File: config.mk
export PLATFORM = sky130hd
export DESIGN_NAME = hsv_color_mask_centroid_top
export DESIGN_NICKNAME = d
export VERILOG_FILES = /design/src/hcmc_pkg.sv /design/src/hsv_color_mask_centroid_top.sv /design/src/hcmc_div.sv /design/src/hcmc_ctrl.sv /design/src/hcmc_datapath.sv
export SDC_FILE = /design/constraint.sdc
export NUM_CORES = 2
export LEC_CHECK = 0
export BUFFER_PORTS_ARGS = -buffer_cell sky130_fd_sc_hd__buf_2
export CORE_AREA = 2 2 308 310
export CTS_CLUSTER_DIAMETER = 80
export DETAILED_ROUTE_END_ITERATION = 6
export DIE_AREA = 0 0 310 312
export GPL_ROUTABILITY_DRIVEN = 0
export PLACE_DENSITY_LB_ADDON = 0.15
export SLEW_MARGIN = 20
export SYNTH_ARGS = -nofsm -noshare
export SYNTH_HDL_FRONTEND = slang
export SYNTH_SLANG_ARGS = --single-unit
File: constraint.sdc
create_clock -name i_clk -period 27.7 [get_ports i_clk]
set_clock_uncertainty 0.05 [all_clocks]
set_input_delay 4.155 -clock i_clk [delete_from_list [all_inputs] [get_ports i_clk]]
set_output_delay 4.155 -clock i_clk [all_outputs]
set_load 0.005 [all_outputs]
File: src/hcmc_pkg.sv
// ----------------------------------------------------------------------------
// hcmc_pkg
// Shared types and constants for the HSV color mask centroid block.
// ----------------------------------------------------------------------------
package hcmc_pkg;

    localparam int CFG_ADDR_W = 3;
    localparam int CFG_DATA_W = 13;
    localparam int CHAN_W     = 8;
    localparam int CENT_W     = 16;
    localparam int AREA_OUT_W = 25;

    localparam int PIX_NUM_W  = 17;
    localparam int PIX_DEN_W  = 9;
    localparam int PIX_Q_W    = 8;
    localparam int CEN_STEPS  = CENT_W;
    localparam int STEP_CNT_W = 5;

    localparam logic [CFG_ADDR_W-1:0] REG_HUE_LOW_A  = 3'd0;
    localparam logic [CFG_ADDR_W-1:0] REG_HUE_HIGH_A = 3'd1;
    localparam logic [CFG_ADDR_W-1:0] REG_HUE_LOW_B  = 3'd2;
    localparam logic [CFG_ADDR_W-1:0] REG_HUE_HIGH_B = 3'd3;
    localparam logic [CFG_ADDR_W-1:0] REG_SAT_MIN    = 3'd4;
    localparam logic [CFG_ADDR_W-1:0] REG_VAL_MIN    = 3'd5;
    localparam logic [CFG_ADDR_W-1:0] REG_IMG_WIDTH  = 3'd6;

    typedef enum logic [2:0] {
        S_IDLE,
        S_PREP,
        S_DIV,
        S_ACC,
        S_CLOAD,
        S_CDIV,
        S_OUT
    } t_state;

    typedef struct packed {
        logic accept;
        logic prep;
        logic div_step;
        logic acc;
        logic cdiv_load;
        logic cdiv_step;
        logic out_load;
    } t_ctrl_cmd;

    typedef struct packed {
        logic last;
    } t_dp_status;

endpackage

File: src/hsv_color_mask_centroid_top.sv
// Order per pixel: accept, prep, 8 hue/saturation divider steps, accumulate,
// result register. A pixel with frame_end adds the centroid divider load and
// 16 steps before the result register. No new pixel is taken (o_stall high)
// until the last one is through. A stalled result holds off the next one.
// Reset: synchronous active-low; config returns to defaults, sums clear.
// ----------------------------------------------------------------------------
// hsv_color_mask_centroid_top
// BGR to HSV threshold mask with running blob area and centroid.
// ----------------------------------------------------------------------------
module hsv_color_mask_centroid_top
    import hcmc_pkg::*;
#(
    parameter int MAX_WIDTH  = 4096,
    parameter int MAX_HEIGHT = 4096
) (
    input  logic                  i_clk,
    input  logic                  i_rst_n,
    input  logic                  i_cfg_we,
    input  logic [CFG_ADDR_W-1:0] i_cfg_addr,
    input  logic [CFG_DATA_W-1:0] i_cfg_data,
    input  logic                  i_valid,
    output logic                  o_stall,
    input  logic [CHAN_W-1:0]     i_blue_value,
    input  logic [CHAN_W-1:0]     i_green_value,
    input  logic [CHAN_W-1:0]     i_red_value,
    input  logic                  i_frame_end,
    output logic                  o_valid,
    input  logic                  i_stall,
    output logic                  o_in_mask,
    output logic                  o_frame_done,
    output logic                  o_object_found,
    output logic [CENT_W-1:0]     o_centroid_x,
    output logic [CENT_W-1:0]     o_centroid_y,
    output logic [AREA_OUT_W-1:0] o_mask_area
);

    t_ctrl_cmd  cmd;
    t_dp_status status;

    hcmc_ctrl u_ctrl (
        .i_clk    (i_clk),
        .i_rst_n  (i_rst_n),
        .i_valid  (i_valid),
        .o_stall  (o_stall),
        .o_valid  (o_valid),
        .i_stall  (i_stall),
        .i_status (status),
        .o_cmd    (cmd)
    );

    hcmc_datapath #(.MAX_WIDTH(MAX_WIDTH), .MAX_HEIGHT(MAX_HEIGHT)) u_dp (
        .i_clk          (i_clk),
        .i_rst_n        (i_rst_n),
        .i_cfg_we       (i_cfg_we),
        .i_cfg_addr     (i_cfg_addr),
        .i_cfg_data     (i_cfg_data),
        .i_blue_value   (i_blue_value),
        .i_green_value  (i_green_value),
        .i_red_value    (i_red_value),
        .i_frame_end    (i_frame_end),
        .i_cmd          (cmd),
        .o_status       (status),
        .o_in_mask      (o_in_mask),
        .o_frame_done   (o_frame_done),
        .o_object_found (o_object_found),
        .o_centroid_x   (o_centroid_x),
        .o_centroid_y   (o_centroid_y),
        .o_mask_area    (o_mask_area)
    );

endmodule

File: src/hcmc_div.sv
// ----------------------------------------------------------------------------
// hcmc_div
// Restoring divider, one quotient bit per step, MSB first.
// ----------------------------------------------------------------------------
module hcmc_div #(
    parameter int NW = 17,
    parameter int DW = 9,
    parameter int QW = 8
) (
    input  logic          i_clk,
    input  logic          i_load,
    input  logic          i_step,
    input  logic [NW-1:0] i_numer,
    input  logic [DW-1:0] i_denom,
    output logic [QW-1:0] o_quot
);

    localparam int IW = DW + QW;

    logic [IW-1:0] r_rem;
    logic [IW-1:0] r_den;
    logic [QW-1:0] r_quot;
    logic          ge;

    assign ge = r_rem >= r_den;

    always_ff @(posedge i_clk) begin
        if (i_load) begin
            r_rem  <= IW'(i_numer);
            r_den  <= IW'(i_denom) << (QW - 1);
            r_quot <= '0;
        end else if (i_step) begin
            if (ge) begin
                r_rem <= r_rem - r_den;
            end
            r_den  <= r_den >> 1;
            r_quot <= {r_quot[QW-2:0], ge};
        end
    end

    assign o_quot = r_quot;

endmodule

File: src/hcmc_ctrl.sv
// ----------------------------------------------------------------------------
// hcmc_ctrl
// Sequencer: pixel conversion, accumulation, frame-end centroid divide and
// output register handshake.
// ----------------------------------------------------------------------------
module hcmc_ctrl
    import hcmc_pkg::*;
(
    input  logic       i_clk,
    input  logic       i_rst_n,
    input  logic       i_valid,
    output logic       o_stall,
    output logic       o_valid,
    input  logic       i_stall,
    input  t_dp_status i_status,
    output t_ctrl_cmd  o_cmd
);

    t_state                r_state, n_state;
    logic [STEP_CNT_W-1:0] r_cnt, n_cnt;
    logic                  r_out_valid, n_out_valid;

    always_ff @(posedge i_clk) begin
        if (!i_rst_n) begin
            r_state     <= S_IDLE;
            r_cnt       <= '0;
            r_out_valid <= 1'b0;
        end else begin
            r_state     <= n_state;
            r_cnt       <= n_cnt;
            r_out_valid <= n_out_valid;
        end
    end

    always_comb begin
        n_state = r_state;
        n_cnt   = r_cnt;
        o_cmd   = '0;
        unique case (r_state)
            S_IDLE: begin
                if (i_valid) begin
                    o_cmd.accept = 1'b1;
                    n_state      = S_PREP;
                end
            end
            S_PREP: begin
                o_cmd.prep = 1'b1;
                n_cnt      = '0;
                n_state    = S_DIV;
            end
            S_DIV: begin
                o_cmd.div_step = 1'b1;
                n_cnt          = r_cnt + 1'b1;
                if (r_cnt == STEP_CNT_W'(PIX_Q_W - 1)) begin
                    n_state = S_ACC;
                end
            end
            S_ACC: begin
                o_cmd.acc = 1'b1;
                n_state   = i_status.last ? S_CLOAD : S_OUT;
            end
            S_CLOAD: begin
                o_cmd.cdiv_load = 1'b1;
                n_cnt           = '0;
                n_state         = S_CDIV;
            end
            S_CDIV: begin
                o_cmd.cdiv_step = 1'b1;
                n_cnt           = r_cnt + 1'b1;
                if (r_cnt == STEP_CNT_W'(CEN_STEPS - 1)) begin
                    n_state = S_OUT;
                end
            end
            S_OUT: begin
                if (!r_out_valid || !i_stall) begin
                    o_cmd.out_load = 1'b1;
                    n_state        = S_IDLE;
                end
            end
            default: n_state = S_IDLE;
        endcase
    end

    always_comb begin
        n_out_valid = r_out_valid;
        if (o_cmd.out_load) begin
            n_out_valid = 1'b1;
        end else if (!i_stall) begin
            n_out_valid = 1'b0;
        end
    end

    assign o_stall = r_state != S_IDLE;
    assign o_valid = r_out_valid;

endmodule

File: src/hcmc_datapath.sv
// ----------------------------------------------------------------------------
// hcmc_datapath
// Config registers, HSV conversion, mask test, position counters, sums,
// centroid dividers and result registers.
// ----------------------------------------------------------------------------
module hcmc_datapath
    import hcmc_pkg::*;
#(
    parameter int MAX_WIDTH  = 4096,
    parameter int MAX_HEIGHT = 4096
) (
    input  logic                  i_clk,
    input  logic                  i_rst_n,
    input  logic                  i_cfg_we,
    input  logic [CFG_ADDR_W-1:0] i_cfg_addr,
    input  logic [CFG_DATA_W-1:0] i_cfg_data,
    input  logic [CHAN_W-1:0]     i_blue_value,
    input  logic [CHAN_W-1:0]     i_green_value,
    input  logic [CHAN_W-1:0]     i_red_value,
    input  logic                  i_frame_end,
    input  t_ctrl_cmd             i_cmd,
    output t_dp_status            o_status,
    output logic                  o_in_mask,
    output logic                  o_frame_done,
    output logic                  o_object_found,
    output logic [CENT_W-1:0]     o_centroid_x,
    output logic [CENT_W-1:0]     o_centroid_y,
    output logic [AREA_OUT_W-1:0] o_mask_area
);

    localparam int CW         = $clog2(MAX_WIDTH);
    localparam int RW         = $clog2(MAX_HEIGHT);
    localparam int AREA_LIMIT = MAX_WIDTH * MAX_HEIGHT;
    localparam int AW         = $clog2(AREA_LIMIT) + 1;
    localparam int XW         = CW + AW - 1;
    localparam int YW         = RW + AW - 1;

    // config
    logic [CHAN_W-1:0]     r_hue_low_a, r_hue_high_a, r_hue_low_b, r_hue_high_b;
    logic [CHAN_W-1:0]     r_sat_min, r_val_min;
    logic [CFG_DATA_W-1:0] r_img_width;

    always_ff @(posedge i_clk) begin
        if (!i_rst_n) begin
            r_hue_low_a  <= 8'd0;
            r_hue_high_a <= 8'd30;
            r_hue_low_b  <= 8'd150;
            r_hue_high_b <= 8'd179;
            r_sat_min    <= 8'd127;
            r_val_min    <= 8'd0;
            r_img_width  <= 13'd640;
        end else if (i_cfg_we) begin
            unique case (i_cfg_addr)
                REG_HUE_LOW_A:  r_hue_low_a  <= i_cfg_data[CHAN_W-1:0];
                REG_HUE_HIGH_A: r_hue_high_a <= i_cfg_data[CHAN_W-1:0];
                REG_HUE_LOW_B:  r_hue_low_b  <= i_cfg_data[CHAN_W-1:0];
                REG_HUE_HIGH_B: r_hue_high_b <= i_cfg_data[CHAN_W-1:0];
                REG_SAT_MIN:    r_sat_min    <= i_cfg_data[CHAN_W-1:0];
                REG_VAL_MIN:    r_val_min    <= i_cfg_data[CHAN_W-1:0];
                REG_IMG_WIDTH:  r_img_width  <= i_cfg_data;
                default: ;
            endcase
        end
    end

    // pixel capture
    logic [CHAN_W-1:0] r_b, r_g, r_r;
    logic              r_last;

    always_ff @(posedge i_clk) begin
        if (i_cmd.accept) begin
            r_b    <= i_blue_value;
            r_g    <= i_green_value;
            r_r    <= i_red_value;
            r_last <= i_frame_end;
        end
    end

    assign o_status.last = r_last;

    // max, min, hue and saturation dividends
    logic [CHAN_W-1:0]    mx, mn, diff;
    logic signed [17:0]   sr, sg, sb, sd, h6, num;
    logic [PIX_NUM_W-1:0] hue_numer, sat_numer;
    logic [PIX_DEN_W-1:0] hue_denom, sat_denom;

    always_comb begin
        mx = r_r;
        mn = r_r;
        if (r_g > mx) mx = r_g;
        if (r_b > mx) mx = r_b;
        if (r_g < mn) mn = r_g;
        if (r_b < mn) mn = r_b;
        diff = mx - mn;
        sr = 18'(r_r);
        sg = 18'(r_g);
        sb = 18'(r_b);
        sd = 18'(diff);
        if (mx == r_r) begin
            h6 = sg - sb;
        end else if (mx == r_g) begin
            h6 = sb - sr + 18'sd2 * sd;
        end else begin
            h6 = sr - sg + 18'sd4 * sd;
        end
        num = 18'(h6 * 18'sd30);
        if (num < 0) begin
            num = num + 18'(18'sd180 * sd);
        end
        hue_numer = PIX_NUM_W'(18'(num * 18'sd2) + sd);
        hue_denom = {diff, 1'b0};
        sat_numer = PIX_NUM_W'(17'd510 * 17'(diff) + 17'(mx));
        sat_denom = {mx, 1'b0};
    end

    logic [CHAN_W-1:0] r_mx, r_diff;

    always_ff @(posedge i_clk) begin
        if (i_cmd.prep) begin
            r_mx   <= mx;
            r_diff <= diff;
        end
    end

    logic [PIX_Q_W-1:0] hue_q, sat_q;

    hcmc_div #(.NW(PIX_NUM_W), .DW(PIX_DEN_W), .QW(PIX_Q_W)) u_hue_div (
        .i_clk   (i_clk),
        .i_load  (i_cmd.prep),
        .i_step  (i_cmd.div_step),
        .i_numer (hue_numer),
        .i_denom (hue_denom),
        .o_quot  (hue_q)
    );

    hcmc_div #(.NW(PIX_NUM_W), .DW(PIX_DEN_W), .QW(PIX_Q_W)) u_sat_div (
        .i_clk   (i_clk),
        .i_load  (i_cmd.prep),
        .i_step  (i_cmd.div_step),
        .i_numer (sat_numer),
        .i_denom (sat_denom),
        .o_quot  (sat_q)
    );

    // mask test
    logic [CHAN_W-1:0] hue, sat;
    logic              band_a, band_b, hit;

    always_comb begin
        if (r_diff == '0) begin
            hue = '0;
        end else if (hue_q >= 8'd180) begin
            hue = hue_q - 8'd180;
        end else begin
            hue = hue_q;
        end
        sat    = (r_mx == '0) ? '0 : sat_q;
        band_a = hue >= r_hue_low_a && hue <= r_hue_high_a;
        band_b = hue >= r_hue_low_b && hue <= r_hue_high_b;
        hit    = sat >= r_sat_min && r_mx >= r_val_min && (band_a || band_b);
    end

    // position and sums
    logic [CW-1:0]         r_col;
    logic [RW-1:0]         r_row;
    logic [AW-1:0]         r_area;
    logic [XW-1:0]         r_xs;
    logic [YW-1:0]         r_ys;
    logic                  r_hit;
    logic [CFG_DATA_W-1:0] w_eff;
    logic                  col_wrap, row_wrap, count_en;

    always_comb begin
        if (r_img_width == '0 || r_img_width > CFG_DATA_W'(MAX_WIDTH)) begin
            w_eff = CFG_DATA_W'(MAX_WIDTH);
        end else begin
            w_eff = r_img_width;
        end
        col_wrap = (14'(r_col) + 14'd1) >= 14'(w_eff);
        row_wrap = (14'(r_row) + 14'd1) >= 14'(MAX_HEIGHT);
        count_en = hit && (r_area < AW'(AREA_LIMIT));
    end

    always_ff @(posedge i_clk) begin
        if (!i_rst_n) begin
            r_col  <= '0;
            r_row  <= '0;
            r_area <= '0;
            r_xs   <= '0;
            r_ys   <= '0;
        end else if (i_cmd.acc) begin
            if (count_en) begin
                r_area <= r_area + 1'b1;
                r_xs   <= r_xs + XW'(r_col);
                r_ys   <= r_ys + YW'(r_row);
            end
            if (!r_last) begin
                if (col_wrap) begin
                    r_col <= '0;
                    r_row <= row_wrap ? '0 : r_row + 1'b1;
                end else begin
                    r_col <= r_col + 1'b1;
                end
            end
        end else if (i_cmd.out_load && r_last) begin
            r_col  <= '0;
            r_row  <= '0;
            r_area <= '0;
            r_xs   <= '0;
            r_ys   <= '0;
        end
    end

    always_ff @(posedge i_clk) begin
        if (i_cmd.acc) begin
            r_hit <= hit;
        end
    end

    // centroid
    logic [CENT_W-1:0] cx_q, cy_q;

    hcmc_div #(.NW(XW + 4), .DW(AW), .QW(CENT_W)) u_cx_div (
        .i_clk   (i_clk),
        .i_load  (i_cmd.cdiv_load),
        .i_step  (i_cmd.cdiv_step),
        .i_numer ({r_xs, 4'b0000}),
        .i_denom (r_area),
        .o_quot  (cx_q)
    );

    hcmc_div #(.NW(YW + 4), .DW(AW), .QW(CENT_W)) u_cy_div (
        .i_clk   (i_clk),
        .i_load  (i_cmd.cdiv_load),
        .i_step  (i_cmd.cdiv_step),
        .i_numer ({r_ys, 4'b0000}),
        .i_denom (r_area),
        .o_quot  (cy_q)
    );

    // result register
    logic found;
    assign found = r_last && (r_area != '0);

    always_ff @(posedge i_clk) begin
        if (i_cmd.out_load) begin
            o_in_mask      <= r_hit;
            o_frame_done   <= r_last;
            o_object_found <= found;
            o_centroid_x   <= found ? cx_q : '0;
            o_centroid_y   <= found ? cy_q : '0;
            o_mask_area    <= found ? AREA_OUT_W'(r_area) : '0;
        end
    end

endmodule
==> impl_metrics.json <==
{
  "grt_antenna_before_repair": 1,
  "hold_violations": 0,
  "netlist_area_mm2": 0.03699,
  "end_kind": "register",
  "wl_met1_um": 43870,
  "critPathKind": "register to register",
  "r2r_setup_slack_ns": 12.30,
  "nets": 4802,
  "fill_cells": 9336,
  "crit_arrival_ns": 15.67,
  "slowest_stage": "nor4_2",
  "grt_pass1_wl_um": 157300,
  "io_buffers": 107,
  "antennaDiodeCount": 0,
  "required_ns": 27.97,
  "numCtsBuffers": 66,
  "core_mm2": 0.09305,
  "path_common_cell": "a21o_1",
  "drt_iter0_markers": 1654,
  "worstHoldStart": "u_dp.u_sat_div.o_quot[6]",
  "hold_depth": 2,
  "r2r-start": "u_dp.r_r[5]",
  "cts.sinks": 529,
  "die_height_um": 312,
  "grt_usage": 0.2043,
  "grt_overflow_total": 0,
  "ys.flop_type": "dfxtp_1",
  "cts_max_level": 3,
  "ys_types": 96,
  "vias": 29310,
  "drc": 0,
  "dr.pass1.iters": 5,
  "tightest_slew_ns": 1.035,
  "grt_start_max_net_pins": 74,
  "holdPathEnd": "u_dp.u_sat_div.o_quot[7]",
  "relSlewSlack": 0.3040,
  "syn_nets": 4727,
  "drv_slew": 0,
  "synth-async-reset-ratio": 0,
  "pin_count": 108,
  "met2WireLength_um": 48430,
  "ant_nets": 0,
  "synth-edff-count": 249,
  "syn_avg_cell_area_um2": 8.745,
  "grt_pass1_vias": 28840,
  "timing.final.crit_share": 0.5558,
  "rows": 112,
  "dpl.hpwl_um": 73210,
  "status": "completed",
  "ys_ff_latch": 529,
  "cts.clk_slew.worst_paths_ns": 0.06,
  "viasPerCell": 5.223,
  "setup_viol": 0,
  "r2r_cells": 54,
  "cp_slowest_stage_delay_ns": 0.89,
  "drt-wirelength-per-cell_um": 17.60,
  "final_common_cell": "nand2_1",
  "r2r-end": "u_dp.u_hue_div.r_rem[13]",
  "maxCapViolations": 0,
  "most-common-layout-cells": "nand2_1, inv_1, ha_1",
  "period_needed_ns": 15.40,
  "startpoint_type": "register",
  "tritoncts": "built",
  "hp-class": "register to register",
  "synth-seq-area-share": 0.3537,
  "die_w_um": 310,
  "fin_tns_setup_ns": 0,
  "synthCells": 4230,
  "clock_path_buffers": 3,
  "cts_resized": 0,
  "cts_root_buf": "clkbuf_16",
  "crit_fanout": 20,
  "post_cts_buffers": 0,
  "top_layer": "met4",
  "grt_setup_unrepaired": "no",
  "dieArea_mm2": 0.09672,
  "wl_met3_um": 3688,
  "drive_gt1_frac": 0.07136,
  "initial_core_util": 0.3975,
  "drt-total-wl_um": 98740,
  "ctsHoldBuffers": 0,
  "area_growth_pct": 10.95,
  "max_freq_mhz": 64.96,
  "ys_warn_count": 0,
  "worstSkewPairLatency_ns": 0.62
}
[how the worst max path moves through the flow]
stage	start	to
after floorplan	u_dp.r_r[5]	u_dp.u_hue_div.r_rem[8]
after global placement	u_dp.r_r[5]	u_dp.u_hue_div.r_rem[8]
after detailed placement	u_dp.r_r[5]	u_dp.u_hue_div.r_rem[13]
after CTS	u_dp.r_r[5]	u_dp.u_hue_div.r_rem[13]
after global routing	u_dp.r_g[5]	u_dp.u_hue_div.r_rem[13]
final	u_dp.r_r[5]	u_dp.u_hue_div.r_rem[13]
[worst max-delay path: cells and delay by family (launching register included)]
family          cells  cell delay (ns)
compound gates     18             4.16
xor+xnor            2             0.33
fa+ha+maj          10             4.13
buf+inv             6             0.72
flops               1             0.49
mux                 1             0.45
simple gates       17             4.74
[cells by family (layout without fill, tap and decap cells)]
group | after synthesis | count (layout) | share of synthesized area
AOI/OAI and AO/OA | 1007 | 1007 | 0.1701
muxes | 37 | 37 | 0.01065
adders and majority gates | 456 | 456 | 0.1689
DFF | 529 | 529 | 0.3537
xor gates and xnor gates | 281 | 281 | 0.06762
and+or+nand+nor | 1388 | 1388 | 0.1744
buffers and inverters | 532 | 660 | 0.05466
[routing by layer]
metal	global-route usage	vias to the layer above
met5	0	-
met4	0.06511	0
met2	0.3617	531
met1	0.2574	13770
met3	0.02407	133
li1	-	14880
[flip-flops by register name (all words and copies together) (netlist names), 12 cells and up]
name	count
u_dp.r_img_width	13
u_dp.u_hue_div.r_den	16
u_dp.r_row	12
u_dp.u_cy_div.r_rem	41
u_dp.u_cx_div.o_quot	16
u_dp.o_mask_area	25
u_dp.u_cx_div.r_den	15
u_dp.o_centroid_x	16
u_dp.r_ys	36
u_dp.r_xs	36
u_dp.r_area	25
u_dp.u_cx_div.r_rem	41
u_dp.u_cy_div.r_den	25
u_dp.o_centroid_y	16
u_dp.u_sat_div.r_den	16
u_dp.u_sat_div.r_rem	17
u_dp.u_hue_div.r_rem	17
u_dp.r_col	12
u_dp.u_cy_div.o_quot	16
[cells in the mapped netlist, types with 5 or more instances]
cell | instances | share of area
a211o_1 | 7 | 0.0017
a211oi_1 | 17 | 0.0035
a21boi_0 | 27 | 0.0055
a21o_1 | 88 | 0.018
a21oi_1 | 358 | 0.048
a22o_1 | 36 | 0.0085
a22oi_1 | 11 | 0.0022
a31oi_1 | 32 | 0.0054
and2_1 | 96 | 0.016
and3_1 | 34 | 0.0058
and4_1 | 6 | 0.0014
buf_1 | 14 | 0.0014
clkbuf_1 | 116 | 0.012
dfxtp_1 | 280 | 0.15
edfxtp_1 | 249 | 0.20
fa_1 | 74 | 0.040
ha_1 | 377 | 0.13
inv_1 | 394 | 0.040
maj3_1 | 5 | 0.0014
mux2_2 | 11 | 0.0033
mux2i_1 | 24 | 0.0065
nand2_1 | 520 | 0.053
nand2b_1 | 56 | 0.0095
nand3_1 | 85 | 0.012
nand3b_1 | 5 | 0.0010
nand4_1 | 43 | 0.0073
nor2_1 | 333 | 0.034
nor2b_1 | 51 | 0.0086
nor3_1 | 64 | 0.0087
nor3b_1 | 6 | 0.0012
nor4_1 | 24 | 0.0041
o211ai_1 | 31 | 0.0063
o21a_1 | 28 | 0.0057
o21ai_0 | 201 | 0.027
o21ai_1 | 9 | 0.0012
o21bai_1 | 50 | 0.010
o22ai_1 | 20 | 0.0034
o31a_1 | 5 | 0.0012
o31ai_1 | 21 | 0.0043
or2_2 | 14 | 0.0024
or3_1 | 33 | 0.0056
xnor2_1 | 171 | 0.040
xor2_1 | 107 | 0.025
[area by class of cell]
cell class / count / area (µm²) / share of cell area
clock inverters: 33 / 317.8 / 0.007744
multi-input cells: 3169 / 21930 / 0.5343
well taps: 1254 / 1569 / 0.03823
flip-flops and latches: 529 / 13080 / 0.3188
repair buffers: 143 / 805.8 / 0.01963
inverters: 396 / 1490 / 0.03631
clock buffers: 88 / 1847 / 0.04500
[through the flow]
| stage | utilization | cells | setup WS, ns | hold WS [ns] | area (µm²) |
|---|---|---|---|---|---|
| after floorplan | - | 4230 | 14.22 | 0.3503 | 36990 |
| after global placement | 0.4178 | 5491 | 12.71 | 0.3861 | 38870 |
| after detailed placement | 0.4178 | 5491 | 12.38 | 0.3885 | 38870 |
| after CTS | 0.4411 | 5612 | 12.31 | 0.3962 | 41040 |
| after global routing | 0.4411 | 5612 | 11.09 | 0.4181 | 41040 |
| final | 0.4411 | 5612 | 12.30 | 0.4009 | 41040 |
Power is not shown: default switching activity piles up to over one toggle a cycle in this logic, so the estimate is an artifact.
